==> config.mk <==
export PLATFORM = sky130hd
export DESIGN_NAME = c_subset_lexer_core_flat
export DESIGN_NICKNAME = d
export VERILOG_FILES = /design/src/rtl/csl_pkg.sv /design/src/rtl/csl_if.sv /design/src/rtl/csl_front.sv /design/src/rtl/csl_queue.sv /design/src/rtl/csl_back.sv /design/src/rtl/c_subset_lexer_core.sv /design/src/flat_wrapper.sv
export SDC_FILE = /design/constraint.sdc
export NUM_CORES = 2
export LEC_CHECK = 0
export ABC_AREA = 0
export CAP_MARGIN = 20
export CORE_ASPECT_RATIO = 1.4
export CORE_MARGIN = 4
export CORE_UTILIZATION = 36
export DETAILED_ROUTE_END_ITERATION = 8
export DONT_BUFFER_PORTS = 1
export GPL_TIMING_DRIVEN = 0
export SLEW_MARGIN = 20
export SYNTH_ARGS = -nofsm -noshare
export SYNTH_HDL_FRONTEND = slang
export SYNTH_SLANG_ARGS = --single-unit
==> constraint.sdc <==
create_clock -name clk_i -period 23.4 [get_ports clk_i]
set_clock_uncertainty 0.2 [all_clocks]
set_input_delay 2.34 -clock clk_i [delete_from_list [all_inputs] [get_ports clk_i]]
set_output_delay 2.34 -clock clk_i [all_outputs]
set_load 0.005 [all_outputs]
==> src/rtl/csl_pkg.sv <==
`timescale 1ns / 1ps
// ----------------------------------------------------------------------------
// csl_pkg
// Shared types, widths and character tables of the C subset lexer.
// ----------------------------------------------------------------------------
package csl_pkg;

  localparam int POS_BITS    = 32;
  localparam int OUT_POS_W   = 32;
  localparam int LINE_W      = 24;
  localparam int COL_W       = 16;
  localparam int VAL_W       = 31;
  localparam int QUEUE_DEPTH = 2;

  localparam logic [LINE_W-1:0] LINE_MAX = '1;
  localparam logic [COL_W-1:0]  COL_MAX  = '1;
  localparam logic [VAL_W-1:0]  NUM_MAX  = '1;

  localparam logic [7:0] CH_NL    = 8'h0a;
  localparam logic [7:0] CH_SLASH = 8'h2f;
  localparam logic [7:0] CH_STAR  = 8'h2a;
  localparam logic [7:0] CH_UNDER = 8'h5f;

  typedef enum logic [2:0] {
    SM_IDLE   = 3'd0,
    SM_IDENT  = 3'd1,
    SM_NUMBER = 3'd2,
    SM_SLASH  = 3'd3,
    SM_LINE   = 3'd4,
    SM_BLOCK  = 3'd5,
    SM_BSTAR  = 3'd6
  } scan_mode_e;

  typedef enum logic [4:0] {
    TK_END     = 5'd0,
    TK_INT     = 5'd1,
    TK_VOID    = 5'd2,
    TK_RETURN  = 5'd3,
    TK_IDENT   = 5'd4,
    TK_NUMBER  = 5'd5,
    TK_PLUS    = 5'd6,
    TK_MINUS   = 5'd7,
    TK_STAR    = 5'd8,
    TK_SLASH   = 5'd9,
    TK_LPAREN  = 5'd10,
    TK_RPAREN  = 5'd11,
    TK_LBRACE  = 5'd12,
    TK_RBRACE  = 5'd13,
    TK_SEMI    = 5'd14,
    TK_COMMA   = 5'd15,
    TK_ASSIGN  = 5'd16,
    TK_UNKNOWN = 5'd17
  } tok_kind_e;

  typedef struct packed {
    tok_kind_e             kind;
    logic [OUT_POS_W-1:0]  start_pos;
    logic [OUT_POS_W-1:0]  end_pos;
    logic [LINE_W-1:0]     start_line;
    logic [COL_W-1:0]      start_column;
    logic [LINE_W-1:0]     end_line;
    logic [COL_W-1:0]      end_column;
    logic [VAL_W-1:0]      number_value;
    logic                  number_overflow;
    logic [7:0]            unknown_char;
  } tok_t;

  typedef struct packed {
    tok_t tok0;
    tok_t tok1;
    logic has1;
  } tok_pair_t;

  function automatic logic [7:0] kw_char(input logic [1:0] k, input logic [2:0] i);
    logic [7:0] ch;
    ch = 8'h00;
    unique case (k)
      2'd0: begin
        unique case (i)
          3'd0:    ch = "i";
          3'd1:    ch = "n";
          3'd2:    ch = "t";
          default: ch = 8'h00;
        endcase
      end
      2'd1: begin
        unique case (i)
          3'd0:    ch = "v";
          3'd1:    ch = "o";
          3'd2:    ch = "i";
          3'd3:    ch = "d";
          default: ch = 8'h00;
        endcase
      end
      2'd2: begin
        unique case (i)
          3'd0:    ch = "r";
          3'd1:    ch = "e";
          3'd2:    ch = "t";
          3'd3:    ch = "u";
          3'd4:    ch = "r";
          3'd5:    ch = "n";
          default: ch = 8'h00;
        endcase
      end
      default: ch = 8'h00;
    endcase
    return ch;
  endfunction

  function automatic logic [2:0] kw_len(input logic [1:0] k);
    logic [2:0] len;
    unique case (k)
      2'd0:    len = 3'd3;
      2'd1:    len = 3'd4;
      2'd2:    len = 3'd6;
      default: len = 3'd0;
    endcase
    return len;
  endfunction

  // Drop every keyword candidate that the next identifier byte rules out.
  function automatic logic [2:0] kw_feed(input logic [2:0] match, input logic [2:0] len,
                                         input logic [7:0] c);
    logic [2:0] m;
    m = match;
    for (int k = 0; k < 3; k++) begin
      if (match[k] && ((len >= kw_len(2'(k))) || (kw_char(2'(k), len) != c))) begin
        m[k] = 1'b0;
      end
    end
    return m;
  endfunction

  function automatic tok_kind_e op_kind(input logic [7:0] c);
    tok_kind_e kind;
    unique case (c)
      "+":     kind = TK_PLUS;
      "-":     kind = TK_MINUS;
      "*":     kind = TK_STAR;
      "(":     kind = TK_LPAREN;
      ")":     kind = TK_RPAREN;
      "{":     kind = TK_LBRACE;
      "}":     kind = TK_RBRACE;
      ";":     kind = TK_SEMI;
      ",":     kind = TK_COMMA;
      "=":     kind = TK_ASSIGN;
      default: kind = TK_UNKNOWN;
    endcase
    return kind;
  endfunction

endpackage

==> src/rtl/csl_if.sv <==
`timescale 1ns / 1ps
// ----------------------------------------------------------------------------
// csl_if
// Valid/ready channels for source bytes and for tokens.
// ----------------------------------------------------------------------------
interface csl_byte_if import csl_pkg::*; ();
  logic       valid;
  logic       ready;
  logic [7:0] text_byte;
  logic       end_of_text;

  modport source (output valid, text_byte, end_of_text, input ready);
  modport sink   (input valid, text_byte, end_of_text, output ready);
endinterface

interface csl_tok_if import csl_pkg::*; ();
  logic                 valid;
  logic                 ready;
  logic [4:0]           token_kind;
  logic [OUT_POS_W-1:0] start_pos;
  logic [OUT_POS_W-1:0] end_pos;
  logic [LINE_W-1:0]    start_line;
  logic [COL_W-1:0]     start_column;
  logic [LINE_W-1:0]    end_line;
  logic [COL_W-1:0]     end_column;
  logic [VAL_W-1:0]     number_value;
  logic                 number_overflow;
  logic [7:0]           unknown_char;
  logic                 last_of_run;

  modport source (output valid, token_kind, start_pos, end_pos, start_line, start_column,
                  end_line, end_column, number_value, number_overflow, unknown_char,
                  last_of_run, input ready);
  modport sink   (input valid, token_kind, start_pos, end_pos, start_line, start_column,
                  end_line, end_column, number_value, number_overflow, unknown_char,
                  last_of_run, output ready);
endinterface

==> src/rtl/csl_front.sv <==
`timescale 1ns / 1ps
// ----------------------------------------------------------------------------
// csl_front
// Scanner: classifies each byte, tracks position, emits up to two tokens.
// ----------------------------------------------------------------------------
module csl_front import csl_pkg::*; (
  input  logic       clk_i,
  input  logic       rst_ni,
  csl_byte_if.sink   text_i,
  output logic       push_valid_o,
  input  logic       push_ready_i,
  output tok_pair_t  push_data_o
);

  scan_mode_e          mode_q, mode_d;
  logic [POS_BITS-1:0] pos_q, pos_d;
  logic [LINE_W-1:0]   line_q, line_d;
  logic [COL_W-1:0]    col_q, col_d;
  logic [POS_BITS-1:0] spos_q, spos_d;
  logic [LINE_W-1:0]   sline_q, sline_d;
  logic [COL_W-1:0]    scol_q, scol_d;
  logic [VAL_W-1:0]    acc_q, acc_d;
  logic                ovf_q, ovf_d;
  logic [2:0]          kw_q, kw_d;
  logic [2:0]          len_q, len_d;

  logic       accept, eot;
  logic [7:0] c;
  logic       is_space, is_alpha, is_digit, is_word, id_start;
  logic       restart, pending, flush_v, single_v;
  logic [VAL_W+3:0]    acc_wide;
  logic [POS_BITS-1:0] pos_m1;
  tok_t       flush_tok, single_tok;

  assign text_i.ready = push_ready_i;
  assign accept   = text_i.valid && text_i.ready;
  assign eot      = text_i.end_of_text;
  assign c        = text_i.text_byte;

  assign is_space = (c == 8'h20) || ((c >= 8'h09) && (c <= 8'h0d));
  assign is_alpha = ((c >= "A") && (c <= "Z")) || ((c >= "a") && (c <= "z"));
  assign is_digit = (c >= "0") && (c <= "9");
  assign id_start = is_alpha || (c == CH_UNDER);
  assign is_word  = id_start || is_digit;

  assign acc_wide = ({4'b0, acc_q} << 3) + ({4'b0, acc_q} << 1) + (VAL_W+4)'(c[3:0]);
  assign pos_m1   = pos_q - POS_BITS'(1);

  always_comb begin
    unique case (mode_q)
      SM_IDENT:  restart = !is_word;
      SM_NUMBER: restart = !is_digit;
      SM_SLASH:  restart = (c != CH_SLASH) && (c != CH_STAR);
      SM_LINE, SM_BLOCK, SM_BSTAR: restart = 1'b0;
      default:   restart = 1'b1;
    endcase
  end

  assign pending  = (mode_q == SM_IDENT) || (mode_q == SM_NUMBER) || (mode_q == SM_SLASH);
  assign flush_v  = accept && pending && (eot || restart);
  assign single_v = accept && (eot || (restart && !is_space && !id_start && !is_digit
                                       && (c != CH_SLASH)));

  // Next state
  always_comb begin
    mode_d  = mode_q;
    pos_d   = pos_q;
    line_d  = line_q;
    col_d   = col_q;
    spos_d  = spos_q;
    sline_d = sline_q;
    scol_d  = scol_q;
    acc_d   = acc_q;
    ovf_d   = ovf_q;
    kw_d    = kw_q;
    len_d   = len_q;
    if (accept) begin
      if (eot) begin
        mode_d  = SM_IDLE;
        pos_d   = '0;
        line_d  = LINE_W'(1);
        col_d   = COL_W'(1);
        spos_d  = '0;
        sline_d = LINE_W'(1);
        scol_d  = COL_W'(1);
        acc_d   = '0;
        ovf_d   = 1'b0;
        kw_d    = 3'b111;
        len_d   = 3'd0;
      end else begin
        pos_d = pos_q + POS_BITS'(1);
        if (c == CH_NL) begin
          if (line_q != LINE_MAX) line_d = line_q + LINE_W'(1);
          col_d = COL_W'(1);
        end else if (col_q != COL_MAX) begin
          col_d = col_q + COL_W'(1);
        end
        if (restart) begin
          mode_d = SM_IDLE;
          priority if (id_start) begin
            spos_d  = pos_q;
            sline_d = line_q;
            scol_d  = col_q;
            kw_d    = kw_feed(3'b111, 3'd0, c);
            len_d   = 3'd1;
            mode_d  = SM_IDENT;
          end else if (is_digit) begin
            spos_d  = pos_q;
            sline_d = line_q;
            scol_d  = col_q;
            acc_d   = VAL_W'(c[3:0]);
            ovf_d   = 1'b0;
            mode_d  = SM_NUMBER;
          end else if (c == CH_SLASH) begin
            spos_d  = pos_q;
            sline_d = line_q;
            scol_d  = col_q;
            mode_d  = SM_SLASH;
          end
        end else begin
          unique case (mode_q)
            SM_IDENT: begin
              kw_d = kw_feed(kw_q, len_q, c);
              if (len_q != 3'd7) len_d = len_q + 3'd1;
            end
            SM_NUMBER: begin
              if (acc_wide > (VAL_W+4)'(NUM_MAX)) begin
                acc_d = NUM_MAX;
                ovf_d = 1'b1;
              end else begin
                acc_d = acc_wide[VAL_W-1:0];
              end
            end
            SM_SLASH: mode_d = (c == CH_SLASH) ? SM_LINE : SM_BLOCK;
            SM_LINE:  if (c == CH_NL) mode_d = SM_IDLE;
            SM_BLOCK: if (c == CH_STAR) mode_d = SM_BSTAR;
            SM_BSTAR: begin
              if (c == CH_SLASH) mode_d = SM_IDLE;
              else if (c != CH_STAR) mode_d = SM_BLOCK;
            end
            default:  mode_d = SM_IDLE;
          endcase
        end
      end
    end
  end

  // Outputs
  always_comb begin
    flush_tok                 = '0;
    flush_tok.start_pos       = OUT_POS_W'(spos_q);
    flush_tok.start_line      = sline_q;
    flush_tok.start_column    = scol_q;
    flush_tok.end_pos         = OUT_POS_W'(pos_m1);
    flush_tok.end_line        = line_q;
    flush_tok.end_column      = col_q - COL_W'(1);
    unique case (mode_q)
      SM_IDENT: begin
        priority if (kw_q[0] && (len_q == kw_len(2'd0))) flush_tok.kind = TK_INT;
        else if (kw_q[1] && (len_q == kw_len(2'd1)))     flush_tok.kind = TK_VOID;
        else if (kw_q[2] && (len_q == kw_len(2'd2)))     flush_tok.kind = TK_RETURN;
        else                                             flush_tok.kind = TK_IDENT;
      end
      SM_NUMBER: begin
        flush_tok.kind            = TK_NUMBER;
        flush_tok.number_value    = acc_q;
        flush_tok.number_overflow = ovf_q;
      end
      default: begin
        flush_tok.kind       = TK_SLASH;
        flush_tok.end_pos    = OUT_POS_W'(spos_q);
        flush_tok.end_line   = sline_q;
        flush_tok.end_column = scol_q;
      end
    endcase

    single_tok              = '0;
    single_tok.start_pos    = OUT_POS_W'(pos_q);
    single_tok.start_line   = line_q;
    single_tok.start_column = col_q;
    single_tok.end_pos      = OUT_POS_W'(pos_q);
    single_tok.end_line     = line_q;
    single_tok.end_column   = col_q;
    if (eot) begin
      single_tok.kind = TK_END;
    end else begin
      single_tok.kind = op_kind(c);
      if (single_tok.kind == TK_UNKNOWN) single_tok.unknown_char = c;
    end

    push_valid_o = flush_v || single_v;
    if (flush_v) begin
      push_data_o.tok0 = flush_tok;
      push_data_o.tok1 = single_tok;
      push_data_o.has1 = single_v;
    end else begin
      push_data_o.tok0 = single_tok;
      push_data_o.tok1 = single_tok;
      push_data_o.has1 = 1'b0;
    end
  end

  always_ff @(posedge clk_i or negedge rst_ni) begin
    if (!rst_ni) begin
      mode_q  <= SM_IDLE;
      pos_q   <= '0;
      line_q  <= LINE_W'(1);
      col_q   <= COL_W'(1);
      spos_q  <= '0;
      sline_q <= LINE_W'(1);
      scol_q  <= COL_W'(1);
      acc_q   <= '0;
      ovf_q   <= 1'b0;
      kw_q    <= 3'b111;
      len_q   <= 3'd0;
    end else begin
      mode_q  <= mode_d;
      pos_q   <= pos_d;
      line_q  <= line_d;
      col_q   <= col_d;
      spos_q  <= spos_d;
      sline_q <= sline_d;
      scol_q  <= scol_d;
      acc_q   <= acc_d;
      ovf_q   <= ovf_d;
      kw_q    <= kw_d;
      len_q   <= len_d;
    end
  end

`ifndef SYNTHESIS
  a_eot_clears: assert property (@(posedge clk_i) disable iff (!rst_ni)
    (accept && eot) |=> (mode_q == SM_IDLE && pos_q == '0 && line_q == LINE_W'(1)))
    else $error("end of text did not clear scanner state");
  a_col_nonzero: assert property (@(posedge clk_i) disable iff (!rst_ni)
    col_q != '0)
    else $error("column counter reached zero");
`endif

endmodule

==> src/rtl/csl_queue.sv <==
`timescale 1ns / 1ps
// ----------------------------------------------------------------------------
// csl_queue
// Short FIFO of token pairs between scanner and output stage.
// ----------------------------------------------------------------------------
module csl_queue import csl_pkg::*; (
  input  logic      clk_i,
  input  logic      rst_ni,
  input  logic      push_valid_i,
  output logic      push_ready_o,
  input  tok_pair_t push_data_i,
  output logic      pop_valid_o,
  input  logic      pop_ready_i,
  output tok_pair_t pop_data_o
);

  localparam int PTR_W = (QUEUE_DEPTH > 1) ? $clog2(QUEUE_DEPTH) : 1;
  localparam int CNT_W = $clog2(QUEUE_DEPTH + 1);
  localparam logic [PTR_W-1:0] PTR_LAST = PTR_W'(QUEUE_DEPTH - 1);

  tok_pair_t          mem_q [QUEUE_DEPTH];
  logic [PTR_W-1:0]   wr_q, wr_d, rd_q, rd_d;
  logic [CNT_W-1:0]   cnt_q, cnt_d;
  logic               push, pop;

  assign push_ready_o = (cnt_q != CNT_W'(QUEUE_DEPTH));
  assign pop_valid_o  = (cnt_q != '0);
  assign pop_data_o   = mem_q[rd_q];
  assign push         = push_valid_i && push_ready_o;
  assign pop          = pop_valid_o && pop_ready_i;

  always_comb begin
    wr_d  = wr_q;
    rd_d  = rd_q;
    cnt_d = cnt_q;
    if (push) wr_d = (wr_q == PTR_LAST) ? '0 : wr_q + PTR_W'(1);
    if (pop)  rd_d = (rd_q == PTR_LAST) ? '0 : rd_q + PTR_W'(1);
    if (push && !pop) cnt_d = cnt_q + CNT_W'(1);
    else if (pop && !push) cnt_d = cnt_q - CNT_W'(1);
  end

  always_ff @(posedge clk_i) begin
    if (push) mem_q[wr_q] <= push_data_i;
  end

  always_ff @(posedge clk_i or negedge rst_ni) begin
    if (!rst_ni) begin
      wr_q  <= '0;
      rd_q  <= '0;
      cnt_q <= '0;
    end else begin
      wr_q  <= wr_d;
      rd_q  <= rd_d;
      cnt_q <= cnt_d;
    end
  end

`ifndef SYNTHESIS
  a_count_grows: assert property (@(posedge clk_i) disable iff (!rst_ni)
    (push && !pop) |=> (cnt_q == $past(cnt_q) + CNT_W'(1)))
    else $error("queue count did not follow a lone push");
`endif

endmodule

==> src/rtl/csl_back.sv <==
`timescale 1ns / 1ps
// ----------------------------------------------------------------------------
// csl_back
// Output stage: holds one token pair and sends its tokens one beat each.
// ----------------------------------------------------------------------------
module csl_back import csl_pkg::*; (
  input  logic      clk_i,
  input  logic      rst_ni,
  input  logic      pop_valid_i,
  output logic      pop_ready_o,
  input  tok_pair_t pop_data_i,
  csl_tok_if.source token_o
);

  logic      bvalid_q, bvalid_d;
  logic      idx_q, idx_d;
  tok_pair_t pair_q, pair_d;
  logic      fire, last, load;
  tok_t      cur;

  assign fire        = bvalid_q && token_o.ready;
  assign last        = idx_q || !pair_q.has1;
  assign load        = !bvalid_q || (fire && last);
  assign pop_ready_o = load;
  assign cur         = idx_q ? pair_q.tok1 : pair_q.tok0;

  always_comb begin
    bvalid_d = bvalid_q;
    idx_d    = idx_q;
    pair_d   = pair_q;
    if (load) begin
      bvalid_d = pop_valid_i;
      idx_d    = 1'b0;
      if (pop_valid_i) pair_d = pop_data_i;
    end else if (fire) begin
      idx_d = 1'b1;
    end
  end

  assign token_o.valid           = bvalid_q;
  assign token_o.token_kind      = cur.kind;
  assign token_o.start_pos       = cur.start_pos;
  assign token_o.end_pos         = cur.end_pos;
  assign token_o.start_line      = cur.start_line;
  assign token_o.start_column    = cur.start_column;
  assign token_o.end_line        = cur.end_line;
  assign token_o.end_column      = cur.end_column;
  assign token_o.number_value    = cur.number_value;
  assign token_o.number_overflow = cur.number_overflow;
  assign token_o.unknown_char    = cur.unknown_char;
  assign token_o.last_of_run     = last;

  always_ff @(posedge clk_i) begin
    pair_q <= pair_d;
  end

  always_ff @(posedge clk_i or negedge rst_ni) begin
    if (!rst_ni) begin
      bvalid_q <= 1'b0;
      idx_q    <= 1'b0;
    end else begin
      bvalid_q <= bvalid_d;
      idx_q    <= idx_d;
    end
  end

`ifndef SYNTHESIS
  a_second_follows: assert property (@(posedge clk_i) disable iff (!rst_ni)
    (fire && !last) |=> (bvalid_q && idx_q))
    else $error("second token of a pair was lost");
  a_single_slot: assert property (@(posedge clk_i) disable iff (!rst_ni)
    (bvalid_q && !pair_q.has1) |-> !idx_q)
    else $error("empty second slot selected");
`endif

endmodule

==> src/rtl/c_subset_lexer_core.sv <==
`timescale 1ns / 1ps
// ----------------------------------------------------------------------------
// c_subset_lexer_core
// Streaming lexer for a small C subset: bytes in, tokens with spans out.
// ----------------------------------------------------------------------------
//  channel   dir  beat
//  text_i    in   one source byte, or end of text
//  token_o   out  one token with span, value and last-of-run flag
//
//  One byte is accepted per cycle while the queue has room; each token is
//  registered in the queue and then in the output stage before it leaves.
//  A byte that closes a pending token and starts an operator (or end of
//  text after a pending token) yields two beats, which the two-entry queue
//  absorbs. Reset clears position to zero and line and column to one.
//  text_i stalls only when the queue is full.
// ----------------------------------------------------------------------------
module c_subset_lexer_core import csl_pkg::*; (
  input  logic      clk_i,
  input  logic      rst_ni,
  csl_byte_if.sink  text_i,
  csl_tok_if.source token_o
);

  logic      push_valid, push_ready, pop_valid, pop_ready;
  tok_pair_t push_data, pop_data;

  csl_front u_front (
    .clk_i        (clk_i),
    .rst_ni       (rst_ni),
    .text_i       (text_i),
    .push_valid_o (push_valid),
    .push_ready_i (push_ready),
    .push_data_o  (push_data)
  );

  csl_queue u_queue (
    .clk_i        (clk_i),
    .rst_ni       (rst_ni),
    .push_valid_i (push_valid),
    .push_ready_o (push_ready),
    .push_data_i  (push_data),
    .pop_valid_o  (pop_valid),
    .pop_ready_i  (pop_ready),
    .pop_data_o   (pop_data)
  );

  csl_back u_back (
    .clk_i       (clk_i),
    .rst_ni      (rst_ni),
    .pop_valid_i (pop_valid),
    .pop_ready_o (pop_ready),
    .pop_data_i  (pop_data),
    .token_o     (token_o)
  );

endmodule
==> src/flat_wrapper.sv <==
// flat-port wrapper written by rule: the top's interface ports become plain ports
module c_subset_lexer_core_flat import csl_pkg::*;
  (clk_i, rst_ni, text_i_valid, text_i_text_byte, text_i_end_of_text, text_i_ready, token_o_valid, token_o_token_kind, token_o_start_pos, token_o_end_pos, token_o_start_line, token_o_start_column, token_o_end_line, token_o_end_column, token_o_number_value, token_o_number_overflow, token_o_unknown_char, token_o_last_of_run, token_o_ready);
  csl_byte_if text_i_i ();
  csl_tok_if token_o_i ();
  input  logic clk_i;
  input  logic rst_ni;
  input wire logic [$bits(text_i_i.valid)-1:0] text_i_valid;
  input wire logic [$bits(text_i_i.text_byte)-1:0] text_i_text_byte;
  input wire logic [$bits(text_i_i.end_of_text)-1:0] text_i_end_of_text;
  output wire logic [$bits(text_i_i.ready)-1:0] text_i_ready;
  output wire logic [$bits(token_o_i.valid)-1:0] token_o_valid;
  output wire logic [$bits(token_o_i.token_kind)-1:0] token_o_token_kind;
  output wire logic [$bits(token_o_i.start_pos)-1:0] token_o_start_pos;
  output wire logic [$bits(token_o_i.end_pos)-1:0] token_o_end_pos;
  output wire logic [$bits(token_o_i.start_line)-1:0] token_o_start_line;
  output wire logic [$bits(token_o_i.start_column)-1:0] token_o_start_column;
  output wire logic [$bits(token_o_i.end_line)-1:0] token_o_end_line;
  output wire logic [$bits(token_o_i.end_column)-1:0] token_o_end_column;
  output wire logic [$bits(token_o_i.number_value)-1:0] token_o_number_value;
  output wire logic [$bits(token_o_i.number_overflow)-1:0] token_o_number_overflow;
  output wire logic [$bits(token_o_i.unknown_char)-1:0] token_o_unknown_char;
  output wire logic [$bits(token_o_i.last_of_run)-1:0] token_o_last_of_run;
  input wire logic [$bits(token_o_i.ready)-1:0] token_o_ready;
  assign text_i_i.valid = text_i_valid;
  assign text_i_i.text_byte = text_i_text_byte;
  assign text_i_i.end_of_text = text_i_end_of_text;
  assign text_i_ready = text_i_i.ready;
  assign token_o_valid = token_o_i.valid;
  assign token_o_token_kind = token_o_i.token_kind;
  assign token_o_start_pos = token_o_i.start_pos;
  assign token_o_end_pos = token_o_i.end_pos;
  assign token_o_start_line = token_o_i.start_line;
  assign token_o_start_column = token_o_i.start_column;
  assign token_o_end_line = token_o_i.end_line;
  assign token_o_end_column = token_o_i.end_column;
  assign token_o_number_value = token_o_i.number_value;
  assign token_o_number_overflow = token_o_i.number_overflow;
  assign token_o_unknown_char = token_o_i.unknown_char;
  assign token_o_last_of_run = token_o_i.last_of_run;
  assign token_o_i.ready = token_o_ready;
  c_subset_lexer_core u_core (.clk_i(clk_i), .rst_ni(rst_ni), .text_i(text_i_i), .token_o(token_o_i));
endmodule
==> results.txt <==
- Dpl ws: approximately 16 ns
- Number of violations of the max-capacitance limit: 0
- Number of inserted diodes: 0
- In this run the cell area measured after placement is roughly 48,000 µm².
- Most frequent cell after synthesis: sky130_fd_sc_hd__edfxtp_1
* Kind of launch point of the worst setup path: primary input
- RSZ-0062 raised after global routing: false
- Post-DR vias/cell: 5.31
- Including well taps, the total number of placed cells is between 5,000 and 6,000.
- At the end of the flow, the number of nets in the layout was approximately 3,800.
- The analysis attributes to cell leakage a power of 19.4 nW.
- Worst Path Class, Setup: in2reg
- 1st-iter DRT viols: 2,426
- Total global-route track usage: around a fifth
* Mean instance size in the synthesized netlist: ~12 µm²
- Most frequent cells after synthesis: sky130_fd_sc_hd__edfxtp_1 (825), sky130_fd_sc_hd__nand2_1 (614), sky130_fd_sc_hd__o21ai_0 (330)
* Area growth from synthesis to layout: 13.4%
- Net switching fraction of the power: between 30% and 40%
- Transition time at the pin with the least slew margin: 1.14 ns
* Post-detailed-route count of antenna-violating nets: 0
- Vias after detailed routing: approximately 29,000
- Setup total negative slack on the finished layout was measured at 0 ns.
* CTS tree: done
- about 210 I/O pins were placed.
- Number of detailed-route iterations in the first pass: 6
- Start point of the critical path: text_i_text_byte[6]
- Dividing total power by cell area gives a power density of around 120 nW/µm².
- The die is 426 µm tall.
- Req. time, crit path: around 24 ns
- The congestion estimate from routability-driven global placement came to between 0.9 and 1.
- For flop-to-flop paths, the worst setup slack is around 18 ns.
- In this run, post-CTS repair resized a total of 0 instances.
* Cells after Synth: approximately 3,600
* Area of the die: 130,000 µm²
- In this run the worst path has a maximum fanout of 10.
- In the synthesized netlist the dominant register cell turns out to be sky130_fd_sc_hd__edfxtp_1.
- Combinational logic is responsible for 30.6% of the overall power.
- Destination of the worst hold path: u_core.u_queue.mem_q[1][118]$_DFFE_PP_
- Top routing layer used: met4
* Post-Route M1 WL: ~46 mm
- Data arrives at the worst endpoint at ~6.6 ns.
- Number of buffers created by CTS: 100
* P_int: 4.11 mW
* Hold Buf Count CTS: 0
- DR WL met3: between 9 and 10 mm
- Summed over its instances, the top area cell type makes up between 50% and 60% of the synthesized netlist area.
- Worst path setup slack after routing: about 17 ns
- For this configuration, the core starts out at a cell density of about 36%.
* Reg2Reg Depth: 12
- Register bit total from synthesis: 1,016
- Number of nets produced by synthesis: about 3,700
* Reg clk slew, reported paths: 0.06 ns
* Post-detailed-routing wire length: ~130 mm
- Synth async-reset ratio: a little under a fifth
- After detailed routing, the average wire length per cell comes to 23.5 µm.
* Core Region: 124,000 µm²
- Via count of the first global-routing pass: between 20,000 and 30,000
* Timing-limited maximum frequency: between 150 and 200 MHz
* CP Capture Type: register
- Dividing the final minimum period by the clock period gives 27.5%.
* Half-perimeter wire length after placement: 89.7 mm
* # setup viols final: 0
- Top area cells in the synthesized netlist: sky130_fd_sc_hd__edfxtp_1 (55%), sky130_fd_sc_hd__dfrtp_1 (10%), sky130_fd_sc_hd__mux2_2 (7.3%), sky130_fd_sc_hd__nand2_1 (5.1%), sky130_fd_sc_hd__o21ai_0 (3.7%)
* Maximum number of pins on one net before global-route repair: about 190
- Total chip power: 6.30 mW
* # rows: around 150
- HP Class: reg2reg
- After routing the design area is 50,900 µm².
* Cell type with the largest total area after synthesis: sky130_fd_sc_hd__edfxtp_1
- Hold Violations, Final: 0
- Counting instances, the worst hold path has a depth of 0.
- Post-layout instance count excluding filler cells: roughly 5,500
- Number of levels the H-tree was split into: 3
- The longest clock path from root to sink contains 3 buffers.
* Startpoint of the worst register-to-register path: u_core.u_front.mode_q[1]$_DFFE_PN0P_
- Input/output buffers: 0
* CTS root buffer: sky130_fd_sc_hd__clkbuf_16
* Source-to-sink clock delay at the later pin of the worst-skew pair: between 0.7 and 0.8 ns
* Total net switching power: 2.19 mW
- Initial antenna violation count: 2
- The die is just over 300 µm wide.
- Part of the power in the clock network: between 20% and 30%
* DR WL met2: between 60 and 70 mm
- Reg-to-reg endpoint: u_core.u_queue.mem_q[1][331]$_DFFE_PP_
- Post-synthesis instance area: between 40,000 and 50,000 µm²
* Utilization after layout: between 40% and 50%
- In the routed design, unresolved DRC markers number 0.
- Share of post-route cells with drive strength above 1: between 10% and 20%
- Warnings from Yosys: 0
- Final hold analysis gives a worst-case slack of 0.263 ns.
- IR analysis of the VDD net gives a maximum drop of ~0.079 mV.
- Total global routing overflow: 0
- Sequential cells burn 43.6% of the power.
- In this run, synthesis inferred between 800 and 900 flip-flops with an integrated enable.
* Final max-slew violation count: 0
* Global-route wire length before repair: ~190 mm
* Launch instance of the worst min-delay path: u_core.u_front.line_q[21]$_DFFE_PN0P_
- Min cycle time layout: 6.43 ns
- Worst rel slew slack: 23.8%
- In this run the post-CTS setup repair buffer count came out at 0.
* Fraction of the yosys area taken by sequential cells: about two thirds
- Outcome: finished clean
* Netlist cell types: a little over 80
- For this design, the sink count on the clock tree is 1,016.
-- layout by cell type, fill, tap and decap left out, types with 25 or more instances in the layout --
| cell | instances |
|---|---|
| sky130_fd_sc_hd__nor3_1 | 44 |
| sky130_fd_sc_hd__nor2b_1 | 41 |
| sky130_fd_sc_hd__nor2_1 | 162 |
| sky130_fd_sc_hd__clkbuf_16 | 101 |
| sky130_fd_sc_hd__a21oi_1 | 101 |
| sky130_fd_sc_hd__mux2_2 | 293 |
| sky130_fd_sc_hd__a221o_1 | 25 |
| sky130_fd_sc_hd__edfxtp_1 | 825 |
| sky130_fd_sc_hd__and2_1 | 46 |
| sky130_fd_sc_hd__inv_1 | 180 |
| sky130_fd_sc_hd__xor2_1 | 59 |
| sky130_fd_sc_hd__xnor2_1 | 31 |
| sky130_fd_sc_hd__clkbuf_1 | 216 |
| sky130_fd_sc_hd__nand3_1 | 61 |
| sky130_fd_sc_hd__nand2_1 | 614 |
| sky130_fd_sc_hd__buf_2 | 29 |
| sky130_fd_sc_hd__ha_1 | 73 |
| sky130_fd_sc_hd__nand4_1 | 33 |
| sky130_fd_sc_hd__dfrtp_1 | 184 |
| sky130_fd_sc_hd__o21ai_0 | 330 |
-- layer usage --
layer  track usage, %  vias up
met5                0        -
met4             8.93        0
met3             4.11      260
met2             34.9     1014
met1             21.6    14500
li1                 -    13200
-- worst max path at each step --
stage | endpoint | slack (ns) | depth (start not counted)
3_5_place_dp | u_core.u_front.acc_q[17]$_DFFE_PN0P_ | 16.32 | 15
3_3_place_gp | u_core.u_queue.mem_q[0][355]$_DFFE_PP_ | -1.88 | 6
4_1_cts | token_o_start_pos[28] | 17.01 | 6
5_1_grt | u_core.u_front.acc_q[0]$_DFFE_PN0P_ | 16.65 | 15
2_1_floorplan | u_core.u_queue.mem_q[0][0]$_DFFE_PP_ | 6.82 | 9
6_report | u_core.u_queue.mem_q[1][331]$_DFFE_PP_ | 16.97 | 10
-- kinds of logic after synthesis --
logic type | count (synthesis) | share of synthesized area (%)
buffers and inverters | 407 | 3.51
AND/OR/NAND/NOR | 1122 | 11.3
AO/OA/AOI/OAI | 605 | 8.00
XOR/XNOR | 90 | 1.76
multiplexers | 297 | 7.44
adder cells (fa/ha/maj) | 75 | 2.12
flip-flops | 1016 | 65.9
-- sequential cells by signal, summed over array words and instances, names as in the netlist --
signal                       count
u_core.u_queue.mem_q           550
u_core.u_back.pair_q           275
u_core.u_front.pos_q            32
u_core.u_front.spos_q           32
u_core.u_front.acc_q            31
u_core.u_front.line_q           24
u_core.u_front.sline_q          24
u_core.u_front.col_q            16
u_core.u_front.scol_q           16
u_core.u_front.kw_q              3
u_core.u_front.len_q             3
u_core.u_front.mode_q            3
u_core.u_queue.cnt_q             2
u_core.u_back.idx_q              1
u_core.u_back.token_o.valid      1
u_core.u_front.ovf_q             1
u_core.u_queue.rd_q              1
u_core.u_queue.wr_q              1
-- layout make-up --
class                      instances  area [µm²]
buffer                           226         900
fill                           11800       73100
clock inverter                    45         524
timing repair buffer              26         613
tap                             1627        2040
inverter                         181         687
sequential                      1016       29600
clock buffer                     145        2820
multi-input combinational       2189       13800
-- power groups by stage --
| stage | sequential [mW] | clock [mW] | combinational, mW |
|---|---|---|---|
| 3_3_place_gp | 3.04 | 0 | 1.85 |
| 4_1_cts | 2.75 | 1.66 | 1.98 |
| 6_report | 2.75 | 1.63 | 1.93 |
| 5_1_grt | 2.79 | 1.73 | 2.09 |
| 3_5_place_dp | 2.78 | 0 | 1.97 |
| 2_1_floorplan | 2.90 | 0 | 1.12 |
-- worst max-delay path: stages --
cell and delay, ns:
sky130_fd_sc_hd__nor4b_1 0.78, sky130_fd_sc_hd__nand3_1 0.22, sky130_fd_sc_hd__o221ai_1 0.33, sky130_fd_sc_hd__o21a_1 0.16
sky130_fd_sc_hd__buf_2 0.25, sky130_fd_sc_hd__a21oi_4 0.19, sky130_fd_sc_hd__nand2_1 0.41, sky130_fd_sc_hd__buf_2 0.55
sky130_fd_sc_hd__clkbuf_1 0.87, sky130_fd_sc_hd__o21ai_0 0.44
Power figures use the tool's default switching activity.
